<file path="src/rtl/ddgr_pkg.sv">
// ============================================================================
// ddgr_pkg: shared types and constants of the decimal digit glyph renderer
// Field widths, defaults, front state encoding and the 3x5 digit font.
// ============================================================================
package ddgr_pkg;

  localparam int VALUE_W      = 32;
  localparam int POS_W        = 12;
  localparam int FW_W         = 13;
  localparam int ADDR_OUT_W   = 24;
  localparam int GLYPH_W      = 15;
  localparam int DIGIT_W      = 4;
  // pos_y*frame_width + pos_x + 5*place stays below 2^25 for all inputs
  localparam int ROW_W        = 25;
  // a 32-bit number never has more than ten decimal digits
  localparam int VALUE_DIGITS = 10;
  localparam int CNT_W        = 4;

  localparam int DIGITS_DEF       = 15;
  localparam int ADDRESS_BITS_DEF = 24;
  localparam int GLYPH_STEP       = 5;

  localparam logic [FW_W-1:0]    FW_RESET    = 13'd640;
  // floor(n * RECIP_10 / 2^RECIP_SHIFT) == n / 10 for every 32-bit n
  localparam logic [VALUE_W-1:0] RECIP_10    = 32'hCCCC_CCCD;
  localparam int                 RECIP_SHIFT = 35;

  typedef enum logic [1:0] {
    FE_IDLE,
    FE_DIV,
    FE_PUSH
  } fe_state_t;

  typedef struct packed {
    logic full;
    logic empty;
  } ddgr_qctl_t;

  function automatic logic [GLYPH_W-1:0] ddgr_glyph(input logic [DIGIT_W-1:0] d);
    logic [GLYPH_W-1:0] g;
    unique case (d)
      4'd0:    g = 15'h7B6F;
      4'd1:    g = 15'h7493;
      4'd2:    g = 15'h73E7;
      4'd3:    g = 15'h79E7;
      4'd4:    g = 15'h49ED;
      4'd5:    g = 15'h79CF;
      4'd6:    g = 15'h7BCF;
      4'd7:    g = 15'h4927;
      4'd8:    g = 15'h7BEF;
      4'd9:    g = 15'h49EF;
      default: g = '0;
    endcase
    return g;
  endfunction

endpackage

</file>
<file path="src/rtl/ddgr_if.sv">


interface ddgr_out_if;
  import ddgr_pkg::*;

  logic                  valid;
  logic                  ready;
  logic [ADDR_OUT_W-1:0] base_address;
  logic [GLYPH_W-1:0]    glyph_mask;
  logic [DIGIT_W-1:0]    digit_value;
  logic                  last;

  modport source (output valid, output base_address, output glyph_mask,
                  output digit_value, output last, input ready);
  modport sink   (input valid, input base_address, input glyph_mask,
                  input digit_value, input last, output ready);
endinterface


</file>
<file path="src/rtl/ddgr_back.sv">
// ============================================================================
// ddgr_back: digit result emission
// Walks the queue head most significant digit first, one result per cycle
// while out_ch accepts and the queue holds an item, into a registered output stage.
// ============================================================================
module ddgr_back #(
  parameter int DIGITS       = ddgr_pkg::DIGITS_DEF,
  parameter int ADDRESS_BITS = ddgr_pkg::ADDRESS_BITS_DEF
) (
  input  logic                           clk,
  input  logic                           rst_n,
  input  ddgr_pkg::ddgr_qctl_t           qctl,
  input  logic [DIGITS-1:0][ddgr_pkg::DIGIT_W-1:0] head_digs,
  input  logic [ddgr_pkg::ROW_W-1:0]     head_row,
  output logic                           pop,
  ddgr_out_if.source                     out_ch
);
  import ddgr_pkg::*;

  localparam int PLACE_W = $clog2(DIGITS);
  localparam int ACC_W   = $clog2(GLYPH_STEP * DIGITS);
  localparam logic [32:0] ADDR_MASK = (33'd1 << ADDRESS_BITS) - 33'd1;

  logic [PLACE_W-1:0]    place_r;
  logic [ACC_W-1:0]      acc_r;
  logic                  valid_r;
  logic [ADDR_OUT_W-1:0] addr_r;
  logic [GLYPH_W-1:0]    glyph_r;
  logic [DIGIT_W-1:0]    digit_r;
  logic                  last_r;

  logic                  advance;
  logic                  last_place;
  logic [DIGIT_W-1:0]    digit;
  logic [ROW_W-1:0]      addr_sum;

  assign advance    = !qctl.empty && (!valid_r || out_ch.ready);
  assign last_place = place_r == PLACE_W'(DIGITS - 1);
  assign pop        = advance && last_place;
  assign digit      = head_digs[PLACE_W'(DIGITS - 1) - place_r];
  assign addr_sum   = head_row + ROW_W'(acc_r);

  assign out_ch.valid        = valid_r;
  assign out_ch.base_address = addr_r;
  assign out_ch.glyph_mask   = glyph_r;
  assign out_ch.digit_value  = digit_r;
  assign out_ch.last         = last_r;

  always_ff @(posedge clk) begin
    if (!rst_n) begin
      place_r <= '0;
      acc_r   <= '0;
      valid_r <= 1'b0;
    end else begin
      if (advance) begin
        valid_r <= 1'b1;
        if (last_place) begin
          place_r <= '0;
          acc_r   <= '0;
        end else begin
          place_r <= place_r + PLACE_W'(1);
          acc_r   <= acc_r + ACC_W'(GLYPH_STEP);
        end
      end else if (out_ch.ready) begin
        valid_r <= 1'b0;
      end
    end
  end

  always_ff @(posedge clk) begin
    if (advance) begin
      addr_r  <= addr_sum[ADDR_OUT_W-1:0] & ADDR_MASK[ADDR_OUT_W-1:0];
      glyph_r <= ddgr_glyph(digit);
      digit_r <= digit;
      last_r  <= last_place;
    end
  end

endmodule

</file>
<file path="src/flat_wrapper.sv">
// flat-port wrapper written by rule: the top's interface ports become plain ports
module ddgr_back_flat import ddgr_pkg::*;
#(
  parameter int DIGITS       = ddgr_pkg::DIGITS_DEF,
  parameter int ADDRESS_BITS = ddgr_pkg::ADDRESS_BITS_DEF
)
  (clk, rst_n, qctl, head_digs, head_row, pop, out_ch_valid, out_ch_base_address, out_ch_glyph_mask, out_ch_digit_value, out_ch_last, out_ch_ready);
  ddgr_out_if out_ch_i ();
  input  logic clk;
  input  logic rst_n;
  input  ddgr_pkg::ddgr_qctl_t qctl;
  input  logic [DIGITS-1:0][ddgr_pkg::DIGIT_W-1:0] head_digs;
  input  logic [ddgr_pkg::ROW_W-1:0] head_row;
  output logic pop;
  output wire logic [$bits(out_ch_i.valid)-1:0] out_ch_valid;
  output wire logic [$bits(out_ch_i.base_address)-1:0] out_ch_base_address;
  output wire logic [$bits(out_ch_i.glyph_mask)-1:0] out_ch_glyph_mask;
  output wire logic [$bits(out_ch_i.digit_value)-1:0] out_ch_digit_value;
  output wire logic [$bits(out_ch_i.last)-1:0] out_ch_last;
  input wire logic [$bits(out_ch_i.ready)-1:0] out_ch_ready;
  assign out_ch_valid = out_ch_i.valid;
  assign out_ch_base_address = out_ch_i.base_address;
  assign out_ch_glyph_mask = out_ch_i.glyph_mask;
  assign out_ch_digit_value = out_ch_i.digit_value;
  assign out_ch_last = out_ch_i.last;
  assign out_ch_i.ready = out_ch_ready;
  ddgr_back #(.DIGITS(DIGITS), .ADDRESS_BITS(ADDRESS_BITS)) u_core (.clk(clk), .rst_n(rst_n), .qctl(qctl), .head_digs(head_digs), .head_row(head_row), .pop(pop), .out_ch(out_ch_i));
endmodule
</file>
<file path="config.mk">
export PLATFORM = sky130hd
export DESIGN_NAME = ddgr_back_flat
export DESIGN_NICKNAME = d
export VERILOG_FILES = /design/src/rtl/ddgr_pkg.sv /design/src/rtl/ddgr_if.sv /design/src/rtl/ddgr_back.sv /design/src/flat_wrapper.sv
export SDC_FILE = /design/constraint.sdc
export NUM_CORES = 1
export LEC_CHECK = 0
export ABC_AREA = 1
export BUFFER_PORTS_ARGS = -buffer_cell sky130_fd_sc_hd__buf_2
export CAP_MARGIN = 10
export CELL_PAD_IN_SITES_DETAIL_PLACEMENT = 1
export CELL_PAD_IN_SITES_GLOBAL_PLACEMENT = 2
export CORE_ASPECT_RATIO = 0.8
export CORE_MARGIN = 4
export CORE_UTILIZATION = 27
export DETAILED_ROUTE_END_ITERATION = 8
export GPL_ROUTABILITY_DRIVEN = 0
export MAX_ROUTING_LAYER = met4
export PLACE_DENSITY_LB_ADDON = 0.1
export SETUP_SLACK_MARGIN = 0.3
export SYNTH_ARGS = -nofsm -noshare
export SYNTH_HDL_FRONTEND = slang
export SYNTH_SLANG_ARGS = --single-unit
export TNS_END_PERCENT = 5
</file>
<file path="constraint.sdc">
create_clock -name clk -period 3.67 [get_ports clk]
set_clock_uncertainty 0.2 [all_clocks]
set_input_delay 0.5505 -clock clk [delete_from_list [all_inputs] [get_ports clk]]
set_output_delay 0.5505 -clock clk [all_outputs]
set_load 0.02 [all_outputs]
</file>
# After elaboration in Yosys (flattened, before gate mapping)
# Memory sizes are Yosys's and may differ from the RTL's. A register that Yosys moved wholly into a read port is not among the register bits.
# Cells that the tools add are included.
# Widths: inputs -> output; s select.
[totals]
reg_bits = 41
romBits = 240
out_inout_bits = 46
elab_cells = 25
n_memories = 1
[mem_list]
columns = ["name", "depth", "width", "rd", "rd_clocked_by_memory_dff", "wr", "line_no", "text"]
rows = [
  ["(name not given)", 16, 15, 1, 1, 0, "ddgr_pkg.sv:41", "unique case (d)"],
]
[op_classes]
n_addsub = 4
order_cmp = 1
n_eq_ne = 1
mux = 6
n_reduce_logical = 6
[ops]
columns = ["cell", "count"]
rows = [
  ["$add 24x7->24", 1],
  ["$bmux 4 s4", 1],
  ["$mux 4", 2],
  ["$add 7x3->7 const B", 1],
  ["$mux 7", 1],
  ["$lt 4x5->1 const B", 1],
  ["$add 4x1->4 const B", 1],
  ["$eq 4x4->1 const B", 1],
  ["$sub 4x4->4 const A", 1],
  ["$logic_and 1x1->1", 2],
  ["$logic_not 1->1", 2],
  ["$mux 1", 2],
  ["$reduce_bool 2->1", 1],
  ["$logic_or 1x1->1", 1],
]

# Depth between registers and ports, before layout
[logic_depth]
depth_word = 4
ltp_mapped = 17

# Worst setup path after synthesis
# OpenSTA, ideal clock, no wires.
[synth_path]
kind = "reg-to-reg"
start = "register u_core.place_r[0]"
end = "register u_core.glyph_r[5], in the netlist u_core.out_ch.glyph_mask[5] (data pin)"
setup_time_ns = 0.256
t_arrival_ns = 2.388
required_time_ns = 3.214
slack_ns = 0.826
path_stages_with_launch = 18
n_path_buf = 2
period_less_slack_ns = 2.844
cell_sequence = "dfxtp_1 > inv_2 > buf_2 > ha_1 > inv_1 > clkbuf_1 > nor2_1 > o21ai_0 > nand3_1 > nand3_1 > nand2_1 > clkinv_1 > ha_1 > inv_1 > nand2_1 > nand2_1 > nand2_1 > nand2_1"
[synth_between]
elab_chain_len = 3
[synth_lines]
columns = ["item", "line_no", "text"]
rows = [
  ["from (decl)", "ddgr_back.sv:24", "logic [PLACE_W-1:0] place_r;"],
  ["from (signal assigned)", "ddgr_back.sv:61", "place_r <= place_r + PLACE_W'(1);"],
  ["$sub 4x4->4", "ddgr_back.sv:40", "assign digit = head_digs[PLACE_W'(DIGITS - 1) - place_r];"],
  ["$bmux 4 s4", "ddgr_back.sv:40", ""],
  ["$mux 4 (not written as such)", "ddgr_back.sv:40", ""],
  ["via u_core.digit[1]", "ddgr_back.sv:34", "logic [DIGIT_W-1:0] digit;"],
  ["to (decl)", "ddgr_back.sv:28", "logic [GLYPH_W-1:0] glyph_r;"],
]
# The timed path passes the listed nets, and every way through them passes these cells. The select of a mux whose other input is x is not followed.
# A chain may end at the register's enable or synchronous reset.

# Worst setup path in the final report
[layout_path]
start = "register u_core.place_r[0]"
end = "register u_core.glyph_r[13], in the netlist u_core.out_ch.glyph_mask[13] (data pin)"
# Same word-level chain as after synthesis.

==> flow_summary.rst <==
.. list-table::
   :header-rows: 1

   * - Metric
     - Value
   * - Core Rows
     - 36
   * - # H-tree levels
     - 2
   * - Number of standard cells in the layout, taps in and fillers out
     - 708
   * - Number of flops mapped to enable cells by yosys
     - 40
   * - Run status
     - finished clean
   * - Average via count per standard cell
     - 4.48
   * - Vias after detailed routing
     - 3169
   * - Area share of the largest cell type after synthesis
     - 35.7%
   * - Predominant post-synthesis flop cell
     - edfxtp_1
   * - Floorplan core area
     - 12200 µm²
   * - Startpoint of the tightest hold check path
     - qctl[0]
   * - Port Buf Inserts
     - 133
   * - Synth area leader
     - edfxtp_1
   * - Critical Path Source
     - u_core.place_r[0]
   * - Arrival time of data at the critical path endpoint
     - 2830 ps
   * - Count of antenna-violating nets left after detailed routing
     - 0
   * - Path category of the worst min-delay check
     - input pin to flip-flop
   * - Clock latency at the later pin of the worst-skew pair
     - 290 ps
   * - Power Density
     - 388 nW/µm²
   * - Largest cells by area after synthesis
     - edfxtp_1 36%, nand2_1 12%, nand3_1 7.4%
   * - Worst reg2reg path depth
     - 12
   * - DRC
     - 0
   * - Die width
     - 133 µm
   * - Sequential share of the synthesized area
     - 42.9%
   * - Routed wirelength normalized by instance count
     - 13.7 µm
   * - Global-route track usage on met3
     - 3.08%
   * - Distinct cells, synth
     - 35
   * - Cell total after placement
     - 699
   * - Worst Path Max Fanout
     - 33
   * - Share of the cycle needed by the critical path after routing
     - 81.2%
   * - Internal power
     - 0.00114 W
   * - Pin count of the biggest net entering global routing
     - 43
   * - Maximum buffer depth of the clock tree
     - 2
   * - Cell Area, Placed
     - 4180 µm²
   * - Final hold slack
     - 258 ps
   * - Post-synthesis area per instance
     - 7.95 µm²
   * - Initial antenna violation count
     - 0
   * - Switching part of the total
     - 32.3%
   * - Via count of the first global-routing pass
     - 3226
   * - Total half-perimeter wirelength after legalization and detailed placement
     - 7.75 mm
   * - Post-route design area
     - 4330 µm²
   * - Fin crit period
     - 2980 ps
   * - Worst setup slack after placement
     - 590 ps
   * - Met1 demand-to-capacity share in global routing
     - 19.5%
   * - Setup TNS Final
     - 0 ps
   * - Most used standard cell by instance count after synthesis
     - nand2_1
   * - Ratio of cells with drive above 1 in the final layout
     - 28.8%
   * - All-layer global routing usage
     - 14.0%
   * - Endpoints failing setup
     - 0
   * - #FFs+latches synth
     - 52
   * - Clock network fraction of design power
     - 27.1%
   * - Endpoints failing hold
     - 0
   * - Relative max-transition margin
     - 61.7%
   * - Total detailed-routing wirelength
     - 9.72 mm
   * - Iteration-0 DRC count of the detailed router
     - 111
   * - Most used routing layer
     - met2
   * - Critical path class
     - flip-flop to flip-flop
   * - Static leakage
     - 2.11 nW
   * - Part of the power in registers
     - 43.3%
   * - Ant diodes
     - 0
   * - Filler Cell Count
     - 1530
   * - Post-CTS Hold Buffers
     - 0
   * - Count of pins over their slew limit
     - 0
   * - Maximum VDD drop
     - 0.200 mV
   * - Worst Max-Slew Pin Slew
     - 574 ps
   * - Post-synth design cell area
     - 3360 µm²
   * - Starting utilization of the core area
     - 27.7%
   * - Maximum operating frequency
     - 335 MHz
   * - Met2 demand-to-capacity share in global routing
     - 21.4%
   * - Clock transition time at the flip-flop clock pins of the worst setup and hold paths
     - 70 ps
   * - Number of buffers inserted during clock tree synthesis
     - 5
   * - Most frequent cells after synthesis
     - 111 x nand2_1, 52 x nor2_1, 50 x nand3_1
   * - Total Die Area
     - 14300 µm²
   * - Wire length of the first global-routing pass
     - 15.9 mm
   * - Post-synth net total
     - 530
   * - Reg-to-reg critical path startpoint
     - u_core.place_r[0]
   * - Warnings, synthesis
     - 0
   * - Sum of overflow across all layers after global routing
     - 0
   * - Worst endpoint required time
     - 3520 ps
   * - Switching power summed over all nets
     - 0.000543 W
   * - Count of nets after finishing
     - 662
   * - RSZ-0062 raised after global routing
     - false
   * - CTS sink cnt
     - 52
   * - Root buffer cell
     - clkbuf_16
   * - Hold Crit Depth
     - 2
   * - Post-synthesis to final-layout area growth
     - 28.8%
   * - Boundary pin count
     - 136
   * - Number of detailed-routing iterations run before antenna repair
     - 4
   * - Min setup slack post-route
     - 689 ps
   * - Part of the power in combinational logic
     - 29.6%
   * - Post-synth ARST share
     - 0%
   * - Kind of start point of the critical path
     - flip-flop
   * - Number of standard cells after synthesis
     - 423
   * - # Max-Cap Violations
     - 0
   * - CTS tree
     - yes
   * - Category of the worst setup path capture point
     - flip-flop
   * - Vertical die dimension
     - 108 µm
## worst paths after layout
path | endpoint | slack [ps]
min reg2reg | u_core.acc_r[6] | 270
max | u_core.out_ch.glyph_mask[13] | 690
max reg2reg | u_core.out_ch.glyph_mask[13] | 690
min | u_core.out_ch.valid | 260
## timing repair
action / in CTS / in global routing
buffers inserted: 0 / 1
endpoints found under the setup margin: 0 / 3
gates resized for setup: 0 / 2
## placed cells by master (no fill, tap or decap), types with 2 or more instances in the layout
cell	count
inv_1	36
edfxtp_1	40
clkbuf_16	5
buf_2	133
o21ai_0	25
buf_4	6
nand2_1	111
nand2_4	2
clkbuf_1	2
clkinv_1	3
xor2_1	12
a211oi_1	2
nor3_1	4
a21oi_1	13
xnor2_1	9
dfxtp_1	12
ha_1	15
nand3_1	50
nand3_2	3
nand3b_1	4
nor2_1	52
## worst max-delay path, cell delays in order, from the launching register on
cell     delay [ps]
dfxtp_1         340
buf_4           340
ha_1            290
xor2_2          470
nand3_1         170
nand3_1          90
nand2_1         160
inv_1           160
ha_1            250
inv_1            60
nand2_1          70
nand2_1          80
nand2_1          50
## kinds of logic after synthesis
group | after synthesis | synth area share (%)
AO/OA/AOI/OAI | 44 | 6.96
adder cells (fa/ha/maj) | 17 | 6.55
XOR/XNOR | 23 | 6.44
buffers and inverters | 56 | 7.14
AND/OR/NAND/NOR | 231 | 30.1
flip-flops | 52 | 42.9
## metal layers
| layer | wire (µm) | vias to the layer above |
|---|---|---|
| met3 | 363 | 4 |
| met2 | 4410 | 56 |
| met5 | 0 | - |
| li1 | - | 1648 |
| met4 | 31 | 0 |
| met1 | 4920 | 1461 |
## state kept, by name, summed over array words and instances (netlist names)
register and count:
u_core.out_ch.digit_value 4, u_core.out_ch.glyph_mask 11, u_core.place_r 4, u_core.acc_r 7, u_core.out_ch.base_address 24, u_core.out_ch.last 1, u_core.out_ch.valid 1
## power by group through the flow
stage | Sequential (W) | Combinational [W] | Clock [W]
2_1_floorplan | 0.000805 | 0.000267 | 0
3_3_place_gp | 0.000740 | 0.000500 | 0
3_5_place_dp | 0.000742 | 0.000505 | 0
4_1_cts | 0.000729 | 0.000506 | 0.000482
5_1_grt | 0.000734 | 0.000569 | 0.000505
6_report | 0.000727 | 0.000497 | 0.000455
## layout make-up
cell class | count | area [µm²] | share of cell area (%)
clock buffers | 7 | 133 | 3.06
repair buffers | 139 | 711 | 16.4
multi-input cells | 315 | 1680 | 38.9
inverters | 42 | 168 | 3.87
flip-flops and latches | 52 | 1440 | 33.3
well taps | 152 | 190 | 4.39
clock inverters | 1 | 3.75 | 0.0867
## per-stage QoR
step           utilization (%)  power (W)
2_1_floorplan                -    0.00107
3_3_place_gp              34.4    0.00124
3_5_place_dp              34.4    0.00125
4_1_cts                   35.5    0.00172
5_1_grt                   35.6    0.00181
6_report                  35.6    0.00168
(Power assumes the default switching activity.)
