### src/rtl/ddgr_pkg.sv
// ============================================================================
// ddgr_pkg: shared types and constants of the decimal digit glyph renderer
// Field widths, defaults, front state encoding and the 3x5 digit font.
// ============================================================================
package ddgr_pkg;

  localparam int VALUE_W      = 32;
  localparam int POS_W        = 12;
  localparam int FW_W         = 13;
  localparam int ADDR_OUT_W   = 24;
  localparam int GLYPH_W      = 15;
  localparam int DIGIT_W      = 4;
  // pos_y*frame_width + pos_x + 5*place stays below 2^25 for all inputs
  localparam int ROW_W        = 25;
  // a 32-bit number never has more than ten decimal digits
  localparam int VALUE_DIGITS = 10;
  localparam int CNT_W        = 4;

  localparam int DIGITS_DEF       = 15;
  localparam int ADDRESS_BITS_DEF = 24;
  localparam int GLYPH_STEP       = 5;

  localparam logic [FW_W-1:0]    FW_RESET    = 13'd640;
  // floor(n * RECIP_10 / 2^RECIP_SHIFT) == n / 10 for every 32-bit n
  localparam logic [VALUE_W-1:0] RECIP_10    = 32'hCCCC_CCCD;
  localparam int                 RECIP_SHIFT = 35;

  typedef enum logic [1:0] {
    FE_IDLE,
    FE_DIV,
    FE_PUSH
  } fe_state_t;

  typedef struct packed {
    logic full;
    logic empty;
  } ddgr_qctl_t;

  function automatic logic [GLYPH_W-1:0] ddgr_glyph(input logic [DIGIT_W-1:0] d);
    logic [GLYPH_W-1:0] g;
    unique case (d)
      4'd0:    g = 15'h7B6F;
      4'd1:    g = 15'h7493;
      4'd2:    g = 15'h73E7;
      4'd3:    g = 15'h79E7;
      4'd4:    g = 15'h49ED;
      4'd5:    g = 15'h79CF;
      4'd6:    g = 15'h7BCF;
      4'd7:    g = 15'h4927;
      4'd8:    g = 15'h7BEF;
      4'd9:    g = 15'h49EF;
      default: g = '0;
    endcase
    return g;
  endfunction

endpackage

### src/rtl/ddgr_queue.sv
// ============================================================================
// ddgr_queue: two-entry item queue
// Decouples the digit split from result emission.
// ============================================================================
module ddgr_queue #(
  parameter int W = 85
) (
  input  logic                 clk,
  input  logic                 rst_n,
  input  logic                 push,
  input  logic [W-1:0]         push_data,
  input  logic                 pop,
  output logic [W-1:0]         head_data,
  output ddgr_pkg::ddgr_qctl_t qctl
);
  import ddgr_pkg::*;

  logic [W-1:0] mem_r [2];
  logic         wr_ptr_r;
  logic         rd_ptr_r;
  logic [1:0]   count_r;

  assign head_data  = mem_r[rd_ptr_r];
  assign qctl.full  = count_r == 2'd2;
  assign qctl.empty = count_r == 2'd0;

  always_ff @(posedge clk) begin
    if (!rst_n) begin
      wr_ptr_r <= 1'b0;
      rd_ptr_r <= 1'b0;
      count_r  <= '0;
    end else begin
      if (push) wr_ptr_r <= ~wr_ptr_r;
      if (pop)  rd_ptr_r <= ~rd_ptr_r;
      case ({push, pop})
        2'b10:   count_r <= count_r + 2'd1;
        2'b01:   count_r <= count_r - 2'd1;
        default: count_r <= count_r;
      endcase
    end
  end

  always_ff @(posedge clk) begin
    if (push) mem_r[wr_ptr_r] <= push_data;
  end

endmodule

### config.mk
export PLATFORM = sky130hd
export DESIGN_NAME = ddgr_queue
export DESIGN_NICKNAME = d
export VERILOG_FILES = /design/src/rtl/ddgr_pkg.sv /design/src/rtl/ddgr_queue.sv
export SDC_FILE = /design/constraint.sdc
export NUM_CORES = 1
export LEC_CHECK = 0
export BUFFER_PORTS_ARGS = -buffer_cell sky130_fd_sc_hd__buf_2
export CORE_ASPECT_RATIO = 0.9
export CORE_MARGIN = 2
export CORE_UTILIZATION = 46
export CTS_CLUSTER_SIZE = 24
export DETAILED_ROUTE_END_ITERATION = 7
export PLACE_DENSITY_LB_ADDON = 0.05
export SYNTH_ARGS = -nofsm -noshare
export SYNTH_HDL_FRONTEND = slang
export SYNTH_SLANG_ARGS = --single-unit
### constraint.sdc
create_clock -name clk -period 5.1 [get_ports clk]
set_input_delay 0 -clock clk [delete_from_list [all_inputs] [get_ports clk]]
set_output_delay 0 -clock clk [all_outputs]
set_load 0.02 [all_outputs]
## Word level (Yosys, flattened, before mapping)

Memories as Yosys holds them, arrays and structs flattened. A register that Yosys moved wholly into a read port is not among the register bits.
Index checks and enable logic that the tools add are counted.

| cells by class | value |
|---|---|
| add/subtract/negate cells | 2 |
| equality and inequality tests | 3 |
| multiplexer cells | 5 |
| bitwise gates (word level) | 2 |
| reductions and logical operators | 2 |

Operators by type and width:

| cell | count |
|---|---|
| equality test 2 bit (second input constant) | 2 |
| 2-to-1 mux 1 bit | 4 |
| case mux 2 bit (2 select lines) | 1 |
| adder 2 x 1 -> 2 bit (second input constant) | 1 |
| equality test 2 x 1 -> 1 bit (second input constant) | 1 |
| logical NOT 2 bit | 1 |
| NOT 1 bit | 2 |
| nonzero test 2 bit | 1 |
| subtractor 2 x 1 -> 2 bit (second input constant) | 1 |

| storage, ports and cells | value |
|---|---|
| register bits | 4 |
| memory bits (writable) | 170 |
| input port bits | 89 |
| output and inout port bits | 87 |
| memories kept | 1 |

Memory list:

| name | words | width | read ports | clocked after Yosys merged registers in | write ports | RTL line | source |
|---|---|---|---|---|---|---|---|
| mem_r | 2 | 85 | 1 | 1 | 1 | ddgr_queue.sv:18 | `logic [W-1:0] mem_r [2];` |

## Longest topological paths before layout

Gate-level depths: netlist (run 1).

| depth | value |
|---|---|
| word-level depth | 3 |
| mapped depth | 5 |
| depth with buffers taken out | 5 |

## Worst setup path after synthesis (run 1)

Ideal clock, no wire load.

| path | value |
|---|---|
| kind | reg2reg |
| start point | reg wr_ptr_r |
| end point | mem mem_r[0][0] (enable) |
| library setup time | 0.533 ns |
| arrival | 3.874 ns |
| required time | 4.567 ns |
| setup slack | 0.694 ns |
| stages on the path, launching flop included | 2 |
| period minus slack after synthesis | 4.406 ns |
| path through | dfxtp_1 -> nor2_1 |

RTL lines:

| what | RTL line | source |
|---|---|---|
| from (decl) | ddgr_queue.sv:19 | `logic wr_ptr_r;` |
| from (signal assigned) | ddgr_queue.sv:33 | `if (push) wr_ptr_r <= ~wr_ptr_r;` |
| to (decl) | ddgr_queue.sv:18 |  |

Straight into the memory's write port.

==> results of run 1 <==
flip-flops by register name, summed over array words and instances (netlist names), named ones only:
register,count
mem_r,170
count_r,2
rd_ptr_r,1
wr_ptr_r,1
cells in the mapped netlist:
| master | instances |
|---|---|
| and2_1 | 4 |
| ha_1 | 1 |
| or3_1 | 1 |
| nor2_1 | 2 |
| inv_1 | 1 |
| o21a_1 | 1 |
| buf_2 | 4 |
| xnor2_1 | 2 |
| a21boi_1 | 1 |
| mux2_2 | 85 |
| nor2b_1 | 1 |
| o21ai_0 | 1 |
| buf_4 | 5 |
| edfxtp_1 | 170 |
| and2b_2 | 1 |
| dfxtp_1 | 5 |
| xor2_1 | 1 |
how the worst min path moves through the flow:
| stage | startpoint | end | slack [ps] | cells after the start |
|---|---|---|---|---|
| 2_1_floorplan | push_data[0] | mem_r[0][0] | 100 | 0 |
| 3_3_place_gp | push_data[80] | mem_r[0][80] | 190 | 1 |
| 3_5_place_dp | push_data[1] | mem_r[0][1] | 190 | 1 |
| 4_1_cts | push_data[18] | mem_r[1][18] | 280 | 2 |
| 5_1_grt | push_data[9] | mem_r[1][9] | 290 | 2 |
| 6_report | push_data[7] | mem_r[1][7] | 300 | 2 |
cells in the final DEF (no fill, tap or decap):
| cell | count |
|---|---|
| dlygate4sd3_1 | 89 |
| nor2_1 | 1 |
| and2_4 | 1 |
| and2_1 | 3 |
| edfxtp_1 | 170 |
| nor2_4 | 1 |
| dfxtp_1 | 4 |
| clkinv_2 | 6 |
| a21boi_1 | 1 |
| o21a_1 | 1 |
| dfxtp_4 | 1 |
| mux2_2 | 85 |
| o21ai_0 | 1 |
| inv_1 | 1 |
| and2b_2 | 1 |
| clkbuf_16 | 17 |
| ha_1 | 1 |
| clkbuf_1 | 3 |
| or3_1 | 1 |
| buf_4 | 3 |
| xnor2_1 | 2 |
| clkinv_1 | 6 |
| buf_2 | 175 |
| xor2_1 | 1 |
| nor2b_1 | 1 |
where the power goes:
group | internal, mW | switching, mW | leakage [nW]
clock network | 0.605 | 0.482 | 0.246
logic | 0.195 | 0.219 | 1.45
registers | 1.66 | 0.0278 | 1.64
repair_timing:
item	in CTS	in global routing
endpoints found under the setup margin	0	0
hold buffers	89	0
hold endpoints to repair	175	0
cell type report:
class / instances / area [sq um]
repair buffers: 267 / 1789
well taps: 168 / 210.2
clock inverters: 12 / 52.55
clock buffers: 20 / 436.7
fillers: 986 / 4632
flip-flops and latches: 175 / 5209
multi-input cells: 101 / 1080
inverters: 1 / 3.754
worst reg2reg max path: cells and delay by family (launching register included):
kind                   cells  cell delay, ps
buffers and inverters      1             780
AND/OR/NAND/NOR            1             640
flip-flops                 1             340
per-layer routing:
metal  share of wire (%)  global-route usage, %
met5                   0                      0
met4                 1.2                  6.154
met3                 6.5                  6.282
met2                  49                  26.42
met1                  44                  19.51
per-stage QoR:
| step | setup WS (ps) | cell area (sq um) | util, % | hold slack, ps | power (mW) |
|---|---|---|---|---|---|
| floorplan | 693.7 | 6336 | - | 98.87 | 1.952 |
| global placement | 2892 | 7401 | 55.18 | 186.9 | 2.077 |
| detailed placement | 2887 | 7401 | 55.18 | 191.4 | 2.084 |
| CTS | 2686 | 8781 | 65.47 | 283.7 | 3.234 |
| global route | 2610 | 8781 | 65.47 | 287.1 | 3.321 |
| finish | 2772 | 8781 | 65.47 | 299.8 | 3.190 |
logic make-up after synthesis:
| group | Yosys count | synth area share, % |
|---|---|---|
| and+or+nand+nor | 9 | 0.8493 |
| adders and majority gates | 1 | 0.1974 |
| buffers and inverters | 10 | 0.9676 |
| AOI/OAI and AO/OA | 3 | 0.3160 |
| muxes | 85 | 15.11 |
| xor gates and xnor gates | 3 | 0.4148 |
| DFF | 175 | 82.15 |
==> key figures, run 1 <==
Outcome
  – Outcome: complete, no violations

Logic synthesis
  – Area share of the largest cell type after synthesis: 80.57%
  – Cell accounting for the most synthesized area: edfxtp_1
  – Synth Warn #: 0
  – FF+latch count, synth: 175
  – Syn Std Cell Area: 0.006336 sq mm
  – Post-Syn Nets: 376
  – Synth unique cells: 17
  – Post-Syn Area per Cell: 22.15 sq um
  – Syn Inst Count: 286
  – Largest cells by area after synthesis: edfxtp_1, mux2_2, dfxtp_1
  – Register area share after synthesis: 82.15%

Floorplanning
  – Die Y: 115.3 um
  – Core area: 0.01341 sq mm
  – Horiz. Die Dim: 127.7 um
  – Initial core utilization: 47.24%
  – Die area: 0.01473 sq mm
  – Row Count: 40
  – I/O Pins: 176

Drt
  – Vias: 3541
  – Initial DRC count: 209
  – Antenna Nets Post-Route: 0
  – Avg WL per Cell: 15.78 um
  – Drt via density: 4.759
  – DRC Markers: 0
  – WL final: 11740 um
  – Router iterations before antenna repair: 4

Critical path
  – Register-to-Register Setup Slack: 2950 ps
  – Cells along the critical path: buf_4, mux2_2, buf_2
  – Worst path bufs/invs: 2
  – Largest delay share family, worst path: buffers and inverters
  – Worst Setup EP: head_data[71]
  – RR Endpoint: mem_r[0][56]
  – Worst path max stage delay: 670 ps
  – Critical path required time: 5100 ps
  – Critical path fanouts, max: 50
  – CP arrival: 2330 ps
  – Slowest cell on crit path: dfxtp_4
  – R2R depth: 2
  – Crit path depth: 3
  – Worst flop-to-flop path startpoint: wr_ptr_r
  – Critical Path Source Type: register
  – Crit. End Element: primary output
  – CP Class: reg -> out

STA
  – Total Neg Setup Slack: 0 ps
  – Final Max Slew Viols: 0
  – Final Skew: 5.191 ps
  – Fin crit share: 45.66%
  – Final Critical Period: 2328 ps
  – Actual slew at the worst max-slew pin: 799.6 ps
  – Slew margin rel.: 46.57%
  – Final hold violation count: 0
  – F_max: 429.5 MHz
  – Final Setup Violations: 0
  – RSZ-0062 raised after global routing: false

Pwr
  – Leak pwr: 3.332 nW
  – Power Density: 363.3 mW/mm^2
  – Max IR drop VDD: 0.0002669 V

Clock network
  – CTS tree: built
  – Clock Tree Buf Depth: 2
  – Clock Pin Slew Worst Setup and Hold Paths: 60 ps
  – Worst-Skew Late Latency: 420 ps
  – CTS root buf: clkbuf_16
  – CTS Sinks: 175
  – Number of buffers created by CTS: 17
  – H-tree depth: 4
  – Post-CTS Setup Bufs: 0
  – Post-CTS Resized: 0

Placement
  – Estimated wirelength of the detail-placed design: 6926 um
  – Placed insts: 623
  – Gpl congestion: 0.7012
  – Buffers on Ports: 175

Global route
  – Initial antenna violation count: 0
  – GR Overflow Total: 0
  – First-pass GRT wire length: 17630 um
  – Total Routing Usage GR: 16.12%
  – Largest net degree at the start of global routing: 60
  – Via count of the first global-routing pass: 3649

Layout
  – Synth-to-Final Area Change: 38.59%
  – Fin cells: 744
  – Layout Nets: 653
  – Antenna Cells: 0
  – Share of layout cells above drive strength 1: 50.35%

Min path
  – Tightest Hold Check Type: in -> reg

Flow run
  – Max-cap violations: 0
Note: power is estimated with default switching activity, not from simulation.
==> run 2: changes to the inputs <==
==> constraint.sdc (replaced) <==
create_clock -name clk -period 2.3 [get_ports clk]
set_input_delay 0 -clock clk [delete_from_list [all_inputs] [get_ports clk]]
set_output_delay 0 -clock clk [all_outputs]
set_load 0.02 [all_outputs]
==> run 2 against run 1 <==
  * Final cell count is 0.27% higher
  * Non-clock buffer count is 2 higher
  * Core utilization is 0.53 points higher
  * Register-to-register slack worse by 2400 ps
  * Sequential power is 120% higher
  * Combinational power is 130% higher
  * Critical path depth is 1 higher
  * Clock power is 130% higher
  * Worst setup slack worse by 2300 ps
  * Via count is 0.76% higher
  * Hold slack worse by 94 ps
  * Flip-flop and latch count stayed put
==> key figures, run 2 (synthesized netlist as in run 1, its figures left out) <==
Global route
  – Initial antenna violation count: 0 (unchanged)
  – GR Overflow Total: 0 (unchanged)
  – Via count of the first global-routing pass: 3605 (-1.2%)
  – Largest net degree at the start of global routing: 54 (-10%)
  – Total Routing Usage GR: 16.51% (+0.39 points)
  – First-pass GRT wire length: 17970 um (+2.0%)

Placement
  – Gpl congestion: 0.6778 (-3.3%)
  – Estimated wirelength of the detail-placed design: 7025 um (+1.4%)
  – Buffers on Ports: 175 (unchanged)
  – DP Area: 0.007448 sq mm (+0.64%)

Drt
  – Router iterations before antenna repair: 4 (unchanged)
  – Initial DRC count: 287 (+37%)
  – WL final: 11860 um (+1.0%)
  – Drt via density: 4.783 (+0.49%)
  – Antenna Nets Post-Route: 0 (unchanged)
  – DRC Markers: 0 (unchanged)
  – Avg WL per Cell: 15.90 um (+0.78%)
  – Vias: 3568 (+0.76%)

STA
  – Actual slew at the worst max-slew pin: 660.0 ps (-139.6 ps)
  – Final Skew: 3.955 ps (-1.235 ps)
  – Final Setup Violations: 0 (unchanged)
  – Final hold violation count: 0 (unchanged)
  – Final Max Slew Viols: 0 (unchanged)
  – F_max: 557.2 MHz
  – Fin crit share: 78.04%
  – Total Neg Setup Slack: 0 ps (unchanged)
  – RSZ-0062 raised after global routing: false
  – Final Critical Period: 1795 ps
  – Slew margin rel.: 56.00% (+9.4 points)

Pwr
  – Leak pwr: 3.359 nW (+0.80%)
  – Power Density: 814.1 mW/mm^2 (+120%)
  – Power, Total: 7.207 mW (+130%)
  – Max IR drop VDD: 0.0006265 V (+130%)

Floorplanning
  – Die Y: 115.3 um (unchanged)
  – Initial core utilization: 47.24% (unchanged)
  – I/O Pins: 176 (unchanged)
  – Core area: 0.01341 sq mm (unchanged)
  – Horiz. Die Dim: 127.7 um (unchanged)
  – Die area: 0.01473 sq mm (unchanged)
  – Row Count: 40 (unchanged)

Clock network
  – Post-CTS Setup Bufs: 0 (unchanged)
  – Worst-Skew Late Latency: 410 ps (about the same)
  – CTS root buf: clkbuf_16
  – Number of buffers created by CTS: 17 (unchanged)
  – Post-CTS Resized: 0 (unchanged)
  – Clock Tree Buf Depth: 2 (unchanged)
  – # hold bufs at CTS: 88 (-1.1%)
  – Clock Pin Slew Worst Setup and Hold Paths: 60 ps (about the same)
  – H-tree depth: 4 (unchanged)
  – CTS Sinks: 175 (unchanged)
  – CTS tree: built

Layout
  – Antenna Cells: 0 (unchanged)
  – Synth-to-Final Area Change: 39.71%
  – Layout Nets: 655 (+0.31%)
  – Post-Route Utilization: 66.00% (+0.53 points)
  – Max reg flops: 170 (unchanged)
  – Largest regs: mem_r: 170 flops, count_r: 2 flops
  – Share of layout cells above drive strength 1: 50.52% (+0.17 points)
  – Fill cells: 968 (-1.8%)
  – Largest Register: mem_r
  – Commonest non-fill, non-tap cells in the layout: buf_2, edfxtp_1, dlygate4sd3_1, mux2_2, clkbuf_16
  – Most common cell after layout, fill and taps aside: buf_2
  – Cell area after layout: 0.008852 sq mm (+0.81%)

Critical path
  – CP Class: reg -> reg
  – Largest delay share family, worst path: buffers and inverters
  – Worst path bufs/invs: 2 (unchanged)
  – Critical path fanouts, max: 48 (-4.0%)
  – Cells along the critical path: nor2_4, buf_4, o21a_1, dlygate4sd3_1
  – CP arrival: 2150 ps (-180 ps)
  – Worst path max stage delay: 550 ps (-120 ps)
  – Crit. End Element: register
  – Critical path required time: 2660 ps (-2440 ps)
  – Slowest cell on crit path: buf_4
  – Critical Path Source Type: register

Flow run
  – Max-cap violations: 0 (unchanged)

Outcome
  – Outcome: complete, no violations

Min path
  – Tightest Hold Check Type: in -> reg
run 2: final timing paths:
kind	endpoint	slack [ps]	depth (start not counted)	startpoint
max	wr_ptr_r	510	4	wr_ptr_r
min	mem_r[1][79]	210	2	push
max reg2reg	wr_ptr_r	510	4	wr_ptr_r
min reg2reg	count_r[1]	530	2	count_r[1]
run 2: per-layer routing:
metal	track usage, %	up-vias	part of all wire, %
met3	5.444	18	6.7
met5	0	-	0
met4	7.766	0	1.9
met2	26.60	127	48
li1	-	1701	-
met1	20.44	1722	43
run 2: per-stage QoR:
stage	worst slack [ps]	std cells	hold slack, ps
finish	505.2	746	205.6
global route	346.1	746	215.1
CTS	454.1	746	195.8
detailed placement	798.7	626	191.7
global placement	802.0	626	187.3
floorplan	280.8	286	98.87
run 2: power breakdown:
part           internal (mW)  total [mW]  switching [mW]
clock network           1.49        2.53            1.04
logic                  0.441       0.947           0.506
registers               3.68        3.73          0.0448
run 2: final cells by class:
cell class                      count  area, sq um  share of cell area [%]
Timing Repair Buffer              269         1827                   20.64
Clock buffer                       30        514.2                   5.809
Multi-Input combinational cell    101         1080                   12.20
Inverter                            1        3.754                 0.04240
Tap cell                          168        210.2                   2.375
Clock inverter                      2        8.758                 0.09894
Sequential cell                   175         5209                   58.84
